## src/sv/rsfp_pkg.sv

```systemverilog
// shared types and constants for the range sensor frame parser
package rsfp_pkg;

   localparam logic [7:0] SYNC_FIRST  = 8'hAA;
   localparam logic [7:0] SYNC_SECOND = 8'h55;
   localparam int unsigned MEASURE_BYTES = 4;

   typedef enum logic [2:0] {
      PH_HUNT  = 3'd0,
      PH_SYNC2 = 3'd1,
      PH_CMD   = 3'd2,
      PH_LEN   = 3'd3,
      PH_DATA  = 3'd4,
      PH_SUM   = 3'd5
   } phase_type;

   typedef enum logic [1:0] {
      STATUS_GOOD     = 2'd0,
      STATUS_BAD_SUM  = 2'd1,
      STATUS_TOO_LONG = 2'd2
   } status_type;

   typedef struct packed {
      logic [7:0] rx_byte;
   } req_type;

   typedef struct packed {
      status_type  frame_status;
      logic [7:0]  command_code;
      logic [7:0]  payload_length;
      logic [15:0] distance;
      logic [7:0]  strength;
      logic [7:0]  noise_level;
      logic        has_measurement;
   } rsp_type;

   typedef struct packed {
      logic       valid;
      logic [7:0] rx_byte;
   } step_type;

   typedef struct packed {
      logic    emit;
      rsp_type word;
   } judge_type;

endpackage

```

## src/sv/rsfp_stream_if.sv

```systemverilog
// valid/ready channel interfaces for byte input and frame results
interface rsfp_req_if;
   import rsfp_pkg::*;
   logic    valid;
   logic    ready;
   req_type payload;
   modport source (output valid, output payload, input ready);
   modport sink (input valid, input payload, output ready);
endinterface

interface rsfp_rsp_if;
   import rsfp_pkg::*;
   logic    valid;
   logic    ready;
   rsp_type payload;
   modport source (output valid, output payload, input ready);
   modport sink (input valid, input payload, output ready);
endinterface

```

## src/sv/rsfp_in_stage.sv

```systemverilog
// input register holding one received byte
module rsfp_in_stage (
   input  logic               clock,
   input  logic               reset,
   input  logic               req_valid,
   input  logic [7:0]         req_byte,
   output logic               req_ready,
   input  logic               advance,
   output rsfp_pkg::step_type step
);
   import rsfp_pkg::*;

   logic       valid_ff;
   logic       valid_in;
   logic [7:0] byte_ff;

   assign req_ready = !valid_ff || advance;
   assign valid_in  = req_ready ? req_valid : valid_ff;

   always_ff @(posedge clock) begin
      if (reset) begin
         valid_ff <= 1'b0;
      end else begin
         valid_ff <= valid_in;
      end
   end

   always_ff @(posedge clock) begin
      if (req_valid && req_ready) begin
         byte_ff <= req_byte;
      end
   end

   assign step.valid   = valid_ff;
   assign step.rx_byte = byte_ff;
endmodule

```

## src/sv/rsfp_parser.sv

```systemverilog
// frame state machine: header hunt, length check, checksum and field capture
module rsfp_parser #(
   parameter int unsigned MAX_PAYLOAD = 16
) (
   input  logic                clock,
   input  logic                reset,
   input  rsfp_pkg::step_type  step,
   input  logic                advance,
   output rsfp_pkg::judge_type judge
);
   import rsfp_pkg::*;

   localparam logic [7:0] MaxLen = 8'(MAX_PAYLOAD);

   phase_type  phase_ff, phase_in;
   logic [7:0] sum_ff, sum_in;
   logic [7:0] length_ff, length_in;
   logic [7:0] taken_ff, taken_in;
   logic [7:0] command_ff, command_in;
   logic [7:0] measure_ff [MEASURE_BYTES];
   logic [7:0] measure_in [MEASURE_BYTES];
   logic [7:0] taken_next;
   logic [7:0] b;
   logic       show;

   assign b          = step.rx_byte;
   assign taken_next = taken_ff + 8'd1;

   always_comb begin
      phase_in   = phase_ff;
      sum_in     = sum_ff;
      length_in  = length_ff;
      taken_in   = taken_ff;
      command_in = command_ff;
      measure_in = measure_ff;
      judge      = '0;
      show       = 1'b0;
      case (phase_ff)
         PH_HUNT: begin
            if (b == SYNC_FIRST) begin
               sum_in     = SYNC_FIRST;
               length_in  = '0;
               taken_in   = '0;
               command_in = '0;
               for (int i = 0; i < MEASURE_BYTES; i++) begin
                  measure_in[i] = '0;
               end
               phase_in = PH_SYNC2;
            end
         end
         PH_SYNC2: begin
            if (b == SYNC_SECOND) begin
               sum_in   = sum_ff + b;
               phase_in = PH_CMD;
            end else begin
               phase_in = PH_HUNT;
            end
         end
         PH_CMD: begin
            command_in = b;
            sum_in     = sum_ff + b;
            phase_in   = PH_LEN;
         end
         PH_LEN: begin
            length_in = b;
            sum_in    = sum_ff + b;
            if (b > MaxLen) begin
               judge.emit              = 1'b1;
               judge.word.frame_status = STATUS_TOO_LONG;
               phase_in                = PH_HUNT;
            end else if (b == 8'd0) begin
               phase_in = PH_SUM;
            end else begin
               phase_in = PH_DATA;
            end
         end
         PH_DATA: begin
            if (taken_ff < 8'(MEASURE_BYTES)) begin
               measure_in[taken_ff[1:0]] = b;
            end
            sum_in   = sum_ff + b;
            taken_in = taken_next;
            if (taken_next >= length_ff) begin
               phase_in = PH_SUM;
            end
         end
         PH_SUM: begin
            phase_in   = PH_HUNT;
            sum_in     = '0;
            judge.emit = 1'b1;
            if (b == sum_ff) begin
               judge.word.frame_status = STATUS_GOOD;
               show                    = 1'b1;
            end else begin
               judge.word.frame_status = STATUS_BAD_SUM;
            end
         end
         default: begin
            phase_in = PH_HUNT;
         end
      endcase
      judge.word.command_code   = command_in;
      judge.word.payload_length = length_in;
      if (show) begin
         judge.word.distance        = {measure_ff[1], measure_ff[0]};
         judge.word.strength        = measure_ff[2];
         judge.word.noise_level     = measure_ff[3];
         judge.word.has_measurement = (length_ff != 8'd0);
      end
      if (!step.valid) begin
         judge.emit = 1'b0;
      end
   end

   always_ff @(posedge clock) begin
      if (reset) begin
         phase_ff   <= PH_HUNT;
         sum_ff     <= '0;
         length_ff  <= '0;
         taken_ff   <= '0;
         command_ff <= '0;
         for (int i = 0; i < MEASURE_BYTES; i++) begin
            measure_ff[i] <= '0;
         end
      end else if (step.valid && advance) begin
         phase_ff   <= phase_in;
         sum_ff     <= sum_in;
         length_ff  <= length_in;
         taken_ff   <= taken_in;
         command_ff <= command_in;
         measure_ff <= measure_in;
      end
   end
endmodule

```

## src/sv/rsfp_out_stage.sv

```systemverilog
// result register toward the response channel
module rsfp_out_stage (
   input  logic                clock,
   input  logic                reset,
   input  rsfp_pkg::judge_type judge,
   output logic                advance,
   output logic                rsp_valid,
   output rsfp_pkg::rsp_type   rsp_word,
   input  logic                rsp_ready
);
   import rsfp_pkg::*;

   logic    valid_ff;
   logic    valid_in;
   rsp_type word_ff;

   assign advance  = !valid_ff || rsp_ready;
   assign valid_in = advance ? judge.emit : valid_ff;

   always_ff @(posedge clock) begin
      if (reset) begin
         valid_ff <= 1'b0;
      end else begin
         valid_ff <= valid_in;
      end
   end

   always_ff @(posedge clock) begin
      if (advance && judge.emit) begin
         word_ff <= judge.word;
      end
   end

   assign rsp_valid = valid_ff;
   assign rsp_word  = word_ff;
endmodule

```

## src/sv/range_sensor_frame_parser.sv

```systemverilog
// top level of the range sensor frame parser
//
//   channel   dir   word                       handshake
//   req_if    in    one received serial byte   valid/ready
//   rsp_if    out   one judged frame result    valid/ready
//
// one byte per cycle while no waiting result stalls the parser; a byte is judged
// from the input register, and its result shows from the result register
// synchronous reset returns the parser to the header hunt with all state zero
// a waiting result stalls the parser; the input register still takes one byte
module range_sensor_frame_parser #(
   parameter int unsigned MAX_PAYLOAD = 16
) (
   input logic         clock,
   input logic         reset,
   rsfp_req_if.sink    req_if,
   rsfp_rsp_if.source  rsp_if
);
   import rsfp_pkg::*;

   step_type  step;
   judge_type judge;
   logic      advance;

   rsfp_in_stage u_in (
      .clock     (clock),
      .reset     (reset),
      .req_valid (req_if.valid),
      .req_byte  (req_if.payload.rx_byte),
      .req_ready (req_if.ready),
      .advance   (advance),
      .step      (step)
   );

   rsfp_parser #(
      .MAX_PAYLOAD (MAX_PAYLOAD)
   ) u_parser (
      .clock   (clock),
      .reset   (reset),
      .step    (step),
      .advance (advance),
      .judge   (judge)
   );

   rsfp_out_stage u_out (
      .clock     (clock),
      .reset     (reset),
      .judge     (judge),
      .advance   (advance),
      .rsp_valid (rsp_if.valid),
      .rsp_word  (rsp_if.payload),
      .rsp_ready (rsp_if.ready)
   );

   a_result_has_source: assert property (@(posedge clock) disable iff (reset)
      $rose(rsp_if.valid) |-> $past(step.valid))
      else $error("result appeared without a byte in the input register");

   a_measure_only_good: assert property (@(posedge clock) disable iff (reset)
      rsp_if.valid && rsp_if.payload.has_measurement |->
         rsp_if.payload.frame_status == STATUS_GOOD &&
         rsp_if.payload.payload_length != 8'd0)
      else $error("measurement flagged on a bad or empty frame");

   a_too_long_length: assert property (@(posedge clock) disable iff (reset)
      rsp_if.valid && rsp_if.payload.frame_status == STATUS_TOO_LONG |->
         rsp_if.payload.payload_length > 8'(MAX_PAYLOAD) &&
         rsp_if.payload.distance == 16'd0)
      else $error("length error with an acceptable length");

   a_no_stall_when_empty: assert property (@(posedge clock) disable iff (reset)
      !rsp_if.valid |-> req_if.ready)
      else $error("input held off while the result register is empty");
endmodule

```

## src/flat_wrapper.sv

```systemverilog
// flat-port wrapper written by rule: the top's interface ports become plain ports
module range_sensor_frame_parser_flat import rsfp_pkg::*;
#(
   parameter int unsigned MAX_PAYLOAD = 16
)
  (clock, reset, req_if_valid, req_if_payload, req_if_ready, rsp_if_valid, rsp_if_payload, rsp_if_ready);
  rsfp_req_if req_if_i ();
  rsfp_rsp_if rsp_if_i ();
  input logic clock;
  input logic reset;
  input wire logic [$bits(req_if_i.valid)-1:0] req_if_valid;
  input wire logic [$bits(req_if_i.payload)-1:0] req_if_payload;
  output wire logic [$bits(req_if_i.ready)-1:0] req_if_ready;
  output wire logic [$bits(rsp_if_i.valid)-1:0] rsp_if_valid;
  output wire logic [$bits(rsp_if_i.payload)-1:0] rsp_if_payload;
  input wire logic [$bits(rsp_if_i.ready)-1:0] rsp_if_ready;
  assign req_if_i.valid = req_if_valid;
  assign req_if_i.payload = req_if_payload;
  assign req_if_ready = req_if_i.ready;
  assign rsp_if_valid = rsp_if_i.valid;
  assign rsp_if_payload = rsp_if_i.payload;
  assign rsp_if_i.ready = rsp_if_ready;
  range_sensor_frame_parser #(.MAX_PAYLOAD(MAX_PAYLOAD)) u_core (.clock(clock), .reset(reset), .req_if(req_if_i), .rsp_if(rsp_if_i));
endmodule
```

## config.mk

```make
export PLATFORM = sky130hd
export DESIGN_NAME = range_sensor_frame_parser_flat
export DESIGN_NICKNAME = d
export VERILOG_FILES = /design/src/sv/rsfp_pkg.sv /design/src/sv/rsfp_stream_if.sv /design/src/sv/rsfp_in_stage.sv /design/src/sv/rsfp_parser.sv /design/src/sv/rsfp_out_stage.sv /design/src/sv/range_sensor_frame_parser.sv /design/src/flat_wrapper.sv
export SDC_FILE = /design/constraint.sdc
export NUM_CORES = 1
export LEC_CHECK = 0
export BUFFER_PORTS_ARGS = -buffer_cell sky130_fd_sc_hd__buf_2
export CAP_MARGIN = 20
export CORE_ASPECT_RATIO = 0.9
export CORE_MARGIN = 10
export CORE_UTILIZATION = 38
export CTS_CLUSTER_DIAMETER = 100
export DETAILED_ROUTE_END_ITERATION = 8
export MAX_ROUTING_LAYER = met4
export SYNTH_ARGS = -nofsm -noshare
export SYNTH_HDL_FRONTEND = slang
export SYNTH_SLANG_ARGS = --single-unit
```

## constraint.sdc

```tcl
create_clock -name clock -period 4.5 [get_ports clock]
set_input_delay 0.675 -clock clock [delete_from_list [all_inputs] [get_ports clock]]
set_output_delay 0.675 -clock clock [all_outputs]
set_load 0.005 [all_outputs]
```

# Word-level counts from Yosys, hierarchy flattened
# Index checks and enable logic that the tools add are counted.
# op_classes
addsub,2
n_lt_le_gt_ge,5
n_eq_ne,12
mux,27
bitwise,1
reduce_logical,18
# op_table
op,n
2-to-1 mux 32 bit,2
one-hot mux 32 bit (2 select lines),1
2-to-1 mux 8 bit,6
one-hot mux 8 bit (2 select lines),3
bitwise mux 32 bit,1
one-hot mux 8 bit (4 select lines),1
demux 8 bit (select 2 bit),1
one-hot mux 3 bit (5 select lines),1
2-to-1 mux 3 bit,4
"adder 8 x 1 -> 8 bit, second input constant",1
adder 8 bit,1
"== test 8 x 7 -> 1 bit, second input constant",1
== test 8 bit,1
"== test 8 bit, second input constant",1
>= comparator 8 bit,1
"greater-than comparator 8 x 5 -> 1 bit, second input constant",1
logical NOT 8 bit,1
"less-than comparator 8 x 3 -> 1 bit, second input constant",1
"inequality test 2 bit, second input constant",4
AND reduction 4 bit,2
nonzero test 8 bit,1
"== test 3 x 2 -> 1 bit, second input constant",2
"== test 3 bit, second input constant",2
one-hot mux 3 bit (2 select lines),1
14 further kinds,24
# word_totals
regBits,128
inputBits,12
output_inout_bits,53
wordCells,84

# Logic depth before layout (Yosys ltp)
# logic_depth
depth_word,8
ltp_mapped,10
depth_no_buf,10

# By module
# Synthesis repeated with hierarchy kept, for this count alone.
# hier_totals
cells_unflattened,495
hier_area_um2,5679.2
# modules_own_cells
module,n_inst,cells_each,area_each_um2
rsfp_parser,1,425,3789.9
rsfp_out_stage,1,56,1586.5
rsfp_in_stage,1,14,302.8

# Worst setup path before layout
# No wires, ideal clock.
# synth_path
kind,input to register
startpoint,input rsp_if_ready
endpoint,"register u_core.u_out.word_ff (netlist bit u_core.u_out.rsp_word[0]), enable pin"
arrival_ns,2.483
t_required_ns,4.087
slack_ns,1.605
path_stages,4
path_buffers,1
path_cell_list,nand2b_1 > and2_1 > clkbuf_1 > o21a_1
# synth_via
elab_chain_len,2
# synth_lines
element,line_no,source
start: declaration,flat_wrapper.sv:16,input wire logic [$bits(rsp_if_i.ready)-1:0] rsp_if_ready;
logical OR 1 bit,rsfp_out_stage.sv:17,assign advance = !valid_ff || rsp_ready;
logical AND 1 bit,rsfp_out_stage.sv:29,if (advance && judge.emit) begin
end signal: assignment,rsfp_out_stage.sv:30,word_ff <= judge.word;
end: declaration,rsfp_out_stage.sv:15,rsp_type word_ff;
# No other way between the ends.
# A chain may end at the register's enable or synchronous reset.

# Worst setup path in the final report
# layout_path
startpoint,register u_core.u_in.byte_ff[1]
endpoint,"register u_core.u_out.word_ff (netlist bit u_core.u_out.rsp_word[37]), enable pin"
# layout_via
elab_chain_len,5
# layout_lines
element,line_no,source
start: declaration,rsfp_in_stage.sv:15,logic [7:0] byte_ff;
start signal: assignment,rsfp_in_stage.sv:30,byte_ff <= req_byte;
greater-than comparator 8 x 5 -> 1 bit,rsfp_parser.sv:67,if (b > MaxLen) begin
2-to-1 mux 3 bit,rsfp_parser.sv:67,
one-hot mux 3 bit (2 select lines),rsfp_parser.sv:38,case (phase_ff)
2-to-1 mux 1 bit,rsfp_parser.sv:110,if (!step.valid) begin
logical AND 1 bit,rsfp_out_stage.sv:29,
# No other way between the ends.

==> results.txt <==
----------------------------------------------------
[Status]
  Outcome ... completed

[Routing]
  Post-route antenna net violation count ... 0
  Via density ... 5.47
  Mean routed wirelength per cell ... 17.6 µm
  Drt total wl ... 13900 µm
  Violation count after the first detailed-routing iteration ... 444
  Vias ... 4327
  Count of TritonRoute iterations in the first routing pass ... 5
  DRC viols ... 0

[Floorplanning]
  Std-Cell Core Area ... 14600 µm²
  Die area ... 20100 µm²
  Die Span X ... 148 µm
  Total number of placement rows ... 42
  Number of top-level pins ... 65
  Effective utilization at floorplan ... 38.5%
  Vertical die dimension ... 135 µm

[Place]
  Buffers added on ports ... 64
  Placer's final routability congestion estimate ... 0.904
  Half-perimeter wire length after placement ... 9060 µm

[Pwr]
  Combinational Power Share ... 1.7%
  Cell-internal power ... 2.11 mW
  Total leakage power ... 2.36 nW
  Peak supply drop ... 0.000247 V
  Portion of total power attributed to the clock network ... 51.6%
  Switching power as a share of total power ... 21.3%
  Portion of total power attributed to sequential cells ... 46.7%
  Switching power summed over all nets ... 0.569 mW
  Overall Power ... 2.68 mW
  Power density cells ... 399 nW/µm²

[Global routing]
  Remaining Overflow, GRT ... 0
  First-pass GRT wire length ... 21900 µm
  Largest net degree at the start of global routing ... 68
  Total global-route track usage ... 14.2%
  Number of global-route vias before repair ... 4054
  Antenna violations before repair ... 0

[Layout]
  Fraction of final layout cells with drive strength greater than 1 ... 18.4%
  Number of diodes ... 0
  Final Net Count ... 612
  Layout area overhead ... 19.4%
  Post-layout utilization of the core ... 45.9%
  Layout filler cell count ... 1418

[CTS]
  Clock tree from TritonCTS ... done
  Number of gates given a new drive strength after cts ... 0
  Number of CTS-inserted buffers ... 17
  Clock Sinks ... 128
  Maximum level of the CTS H-tree ... 4
  CTS clk-pin slew, worst paths ... 0.06 ns
  Hold_buf cts ... 0
  Root buffer selected by CTS ... sky130_fd_sc_hd__clkbuf_16
  Max Root-Sink Buffers ... 2
  Source-to-sink clock delay at the later pin of the worst-skew pair ... 0.42 ns
  Setup Buffers After CTS ... 0

[Worst setup path]
  Critical Path AT ... 2.95 ns
  Worst Setup Path Type ... reg2reg
  Maximum fanout encountered on the critical timing path ... 31
  Critical path required time ... 4.66 ns
  Critical path capture point type ... flop
  Nature of the critical path startpoint ... flop

[Timing]
  Largest clock skew in the final design ... 0.00559 ns
  Fmax ... 359 MHz
  Final period utilization ... 61.9%
  Count of final hold-check violations ... 0
  Post-layout min period ... 2.79 ns
  Worst rel slew slack ... 32.6%
  RSZ-0062 raised after global routing ... no
  Final count of pins violating max slew ... 0
  Worst-margin pin slew ... 1.00 ns
  Final-layout setup total negative slack ... 0 ns
  Final setup violation count ... 0

[Synth]
  Cells after Synth ... 526
  Cell type contributing the most total cell area after synthesis ... sky130_fd_sc_hd__edfxtp_1
  Primary FF master, synth ... sky130_fd_sc_hd__dfxtp_1
  Largest cells by area after synthesis ... sky130_fd_sc_hd__edfxtp_1, sky130_fd_sc_hd__dfxtp_1, sky130_fd_sc_hd__a22oi_1
  Synthesized area per cell ... 10.7 µm²
  Most common library cells after synthesis ... sky130_fd_sc_hd__nor2_1, sky130_fd_sc_hd__dfxtp_1, sky130_fd_sc_hd__edfxtp_1
  Post-synthesis instance area ... 5620 µm²
  Total nets after synthesis ... 558
  Most frequent cell after synthesis ... sky130_fd_sc_hd__nor2_1
  Area fraction of the dominant cell type after synthesis ... 31.5%
  Register bit count reported by yosys ... 128
  Number of unique standard cell types used by synthesis ... 56
  Yosys synthesis warning count ... 0
  Part of the Yosys area used for sequential elements ... 56.1%
  Number of synthesized flops with an enable pin ... 59
  Share of flip-flops with an asynchronous set or reset after synthesis ... 0%

[Job]
  Max-cap violation count ... 0

[Worst hold path]
  Worst min path class ... in2reg

----------------------------------------------------
[through the flow]
step                      instances  area (µm²)  worst slack (ns)  hold slack (ns)
after floorplan                 526        5620              1.60            0.450
after global placement          758        6080              1.68            0.460
after detailed placement        759        6100              1.74            0.477
after CTS                       791        6710              1.72            0.422
after global routing            791        6710              1.57            0.417
final                           791        6710              1.71            0.431
[layout make-up]
type,instances,area (µm²),share of cell area (%)
Sequential cell,128,3150,47.0
Inverter,21,78.8,1.17
Multi-Input combinational cell,345,2270,33.8
Clock inverter,10,92.6,1.38
Tap cell,198,248,3.69
Timing Repair Buffer,67,355,5.29
Clock buffer,22,518,7.72
[power groups by stage]
stage | Sequential (mW) | Combinational, mW | Clock [mW]
after detailed placement | 1.27 | 0.0449 | 0
after CTS | 1.25 | 0.0452 | 1.40
after floorplan | 1.24 | 0.0448 | 0
after global routing | 1.25 | 0.0504 | 1.46
after global placement | 1.27 | 0.0446 | 0
final | 1.25 | 0.0450 | 1.38
[layout by cell type (no fill, tap or decap), types with 3 or more instances in the layout]
master / n
sky130_fd_sc_hd__nor2_1: 72
sky130_fd_sc_hd__dfxtp_1: 69
sky130_fd_sc_hd__buf_2: 64
sky130_fd_sc_hd__edfxtp_1: 59
sky130_fd_sc_hd__a22oi_1: 50
sky130_fd_sc_hd__and3_1: 34
sky130_fd_sc_hd__inv_1: 21
sky130_fd_sc_hd__clkbuf_16: 20
sky130_fd_sc_hd__a21oi_1: 19
sky130_fd_sc_hd__ha_1: 19
sky130_fd_sc_hd__nand2_1: 17
sky130_fd_sc_hd__a22o_1: 16
sky130_fd_sc_hd__o21ai_0: 13
sky130_fd_sc_hd__nor3_1: 9
sky130_fd_sc_hd__nand3_1: 8
sky130_fd_sc_hd__and2_1: 6
sky130_fd_sc_hd__nand4_1: 6
sky130_fd_sc_hd__xnor2_1: 5
sky130_fd_sc_hd__nor2b_1: 5
sky130_fd_sc_hd__nor4_1: 5
sky130_fd_sc_hd__xor2_1: 4
sky130_fd_sc_hd__nand2b_1: 4
sky130_fd_sc_hd__o211ai_1: 4
sky130_fd_sc_hd__o221ai_1: 4
sky130_fd_sc_hd__or3_1: 3
sky130_fd_sc_hd__o21a_1: 3
sky130_fd_sc_hd__a21o_1: 3
sky130_fd_sc_hd__clkinv_2: 3
[critical path, stage by stage (launching register included)]
cell and delay, ns:
sky130_fd_sc_hd__edfxtp_1 0.65, sky130_fd_sc_hd__or4_1 0.62, sky130_fd_sc_hd__a2111oi_2 0.43, sky130_fd_sc_hd__nor3_1 0.11
sky130_fd_sc_hd__o21a_2 0.42, sky130_fd_sc_hd__buf_12 0.26
[flip-flops by register name, summed over array words and instances (netlist names)]
| signal | cells |
|---|---|
| u_core.u_out.rsp_word | 51 |
| u_core.u_parser.measure_ff | 32 |
| u_core.u_in.byte_ff | 8 |
| u_core.u_parser.command_ff | 8 |
| u_core.u_parser.length_ff | 8 |
| u_core.u_parser.sum_ff | 8 |
| u_core.u_parser.taken_ff | 8 |
| u_core.u_parser.phase_ff | 3 |
| u_core.u_in.valid_ff | 1 |
| u_core.u_out.rsp_valid | 1 |
[cells by family (layout without fill, tap and decap cells)]
family	Yosys count	count (layout)	synth area share, %
simple gates	183	183	16.7
xor+xnor	9	9	1.40
compound gates	131	131	17.2
flops	128	128	56.1
buf+inv	53	120	3.70
mux	2	2	0.356
fa+ha+maj	20	20	4.59
[layer usage]
| layer | up-vias | wire length, µm | global-route usage, % |
|---|---|---|---|
| met5 | - | 0 | - |
| met4 | 0 | 137 | 5.50 |
| met3 | 11 | 926 | 4.01 |
| met2 | 150 | 6190 | 20.7 |
| met1 | 2093 | 6650 | 18.4 |
| li1 | 2073 | - | - |
[worst paths after layout]
| kind | from | end | slack [ns] | depth (start not counted) |
|---|---|---|---|---|
| min reg2reg | u_core.u_parser.sum_ff[6] | u_core.u_parser.sum_ff[6] | 0.48 | 2 |
| max reg2reg | u_core.u_in.byte_ff[1] | u_core.u_out.rsp_word[37] | 1.71 | 5 |
| max | u_core.u_in.byte_ff[1] | u_core.u_out.rsp_word[37] | 1.71 | 5 |
| min | req_if_payload[6] | u_core.u_in.byte_ff[6] | 0.43 | 1 |
Note: power is estimated with default switching activity, not from simulation.
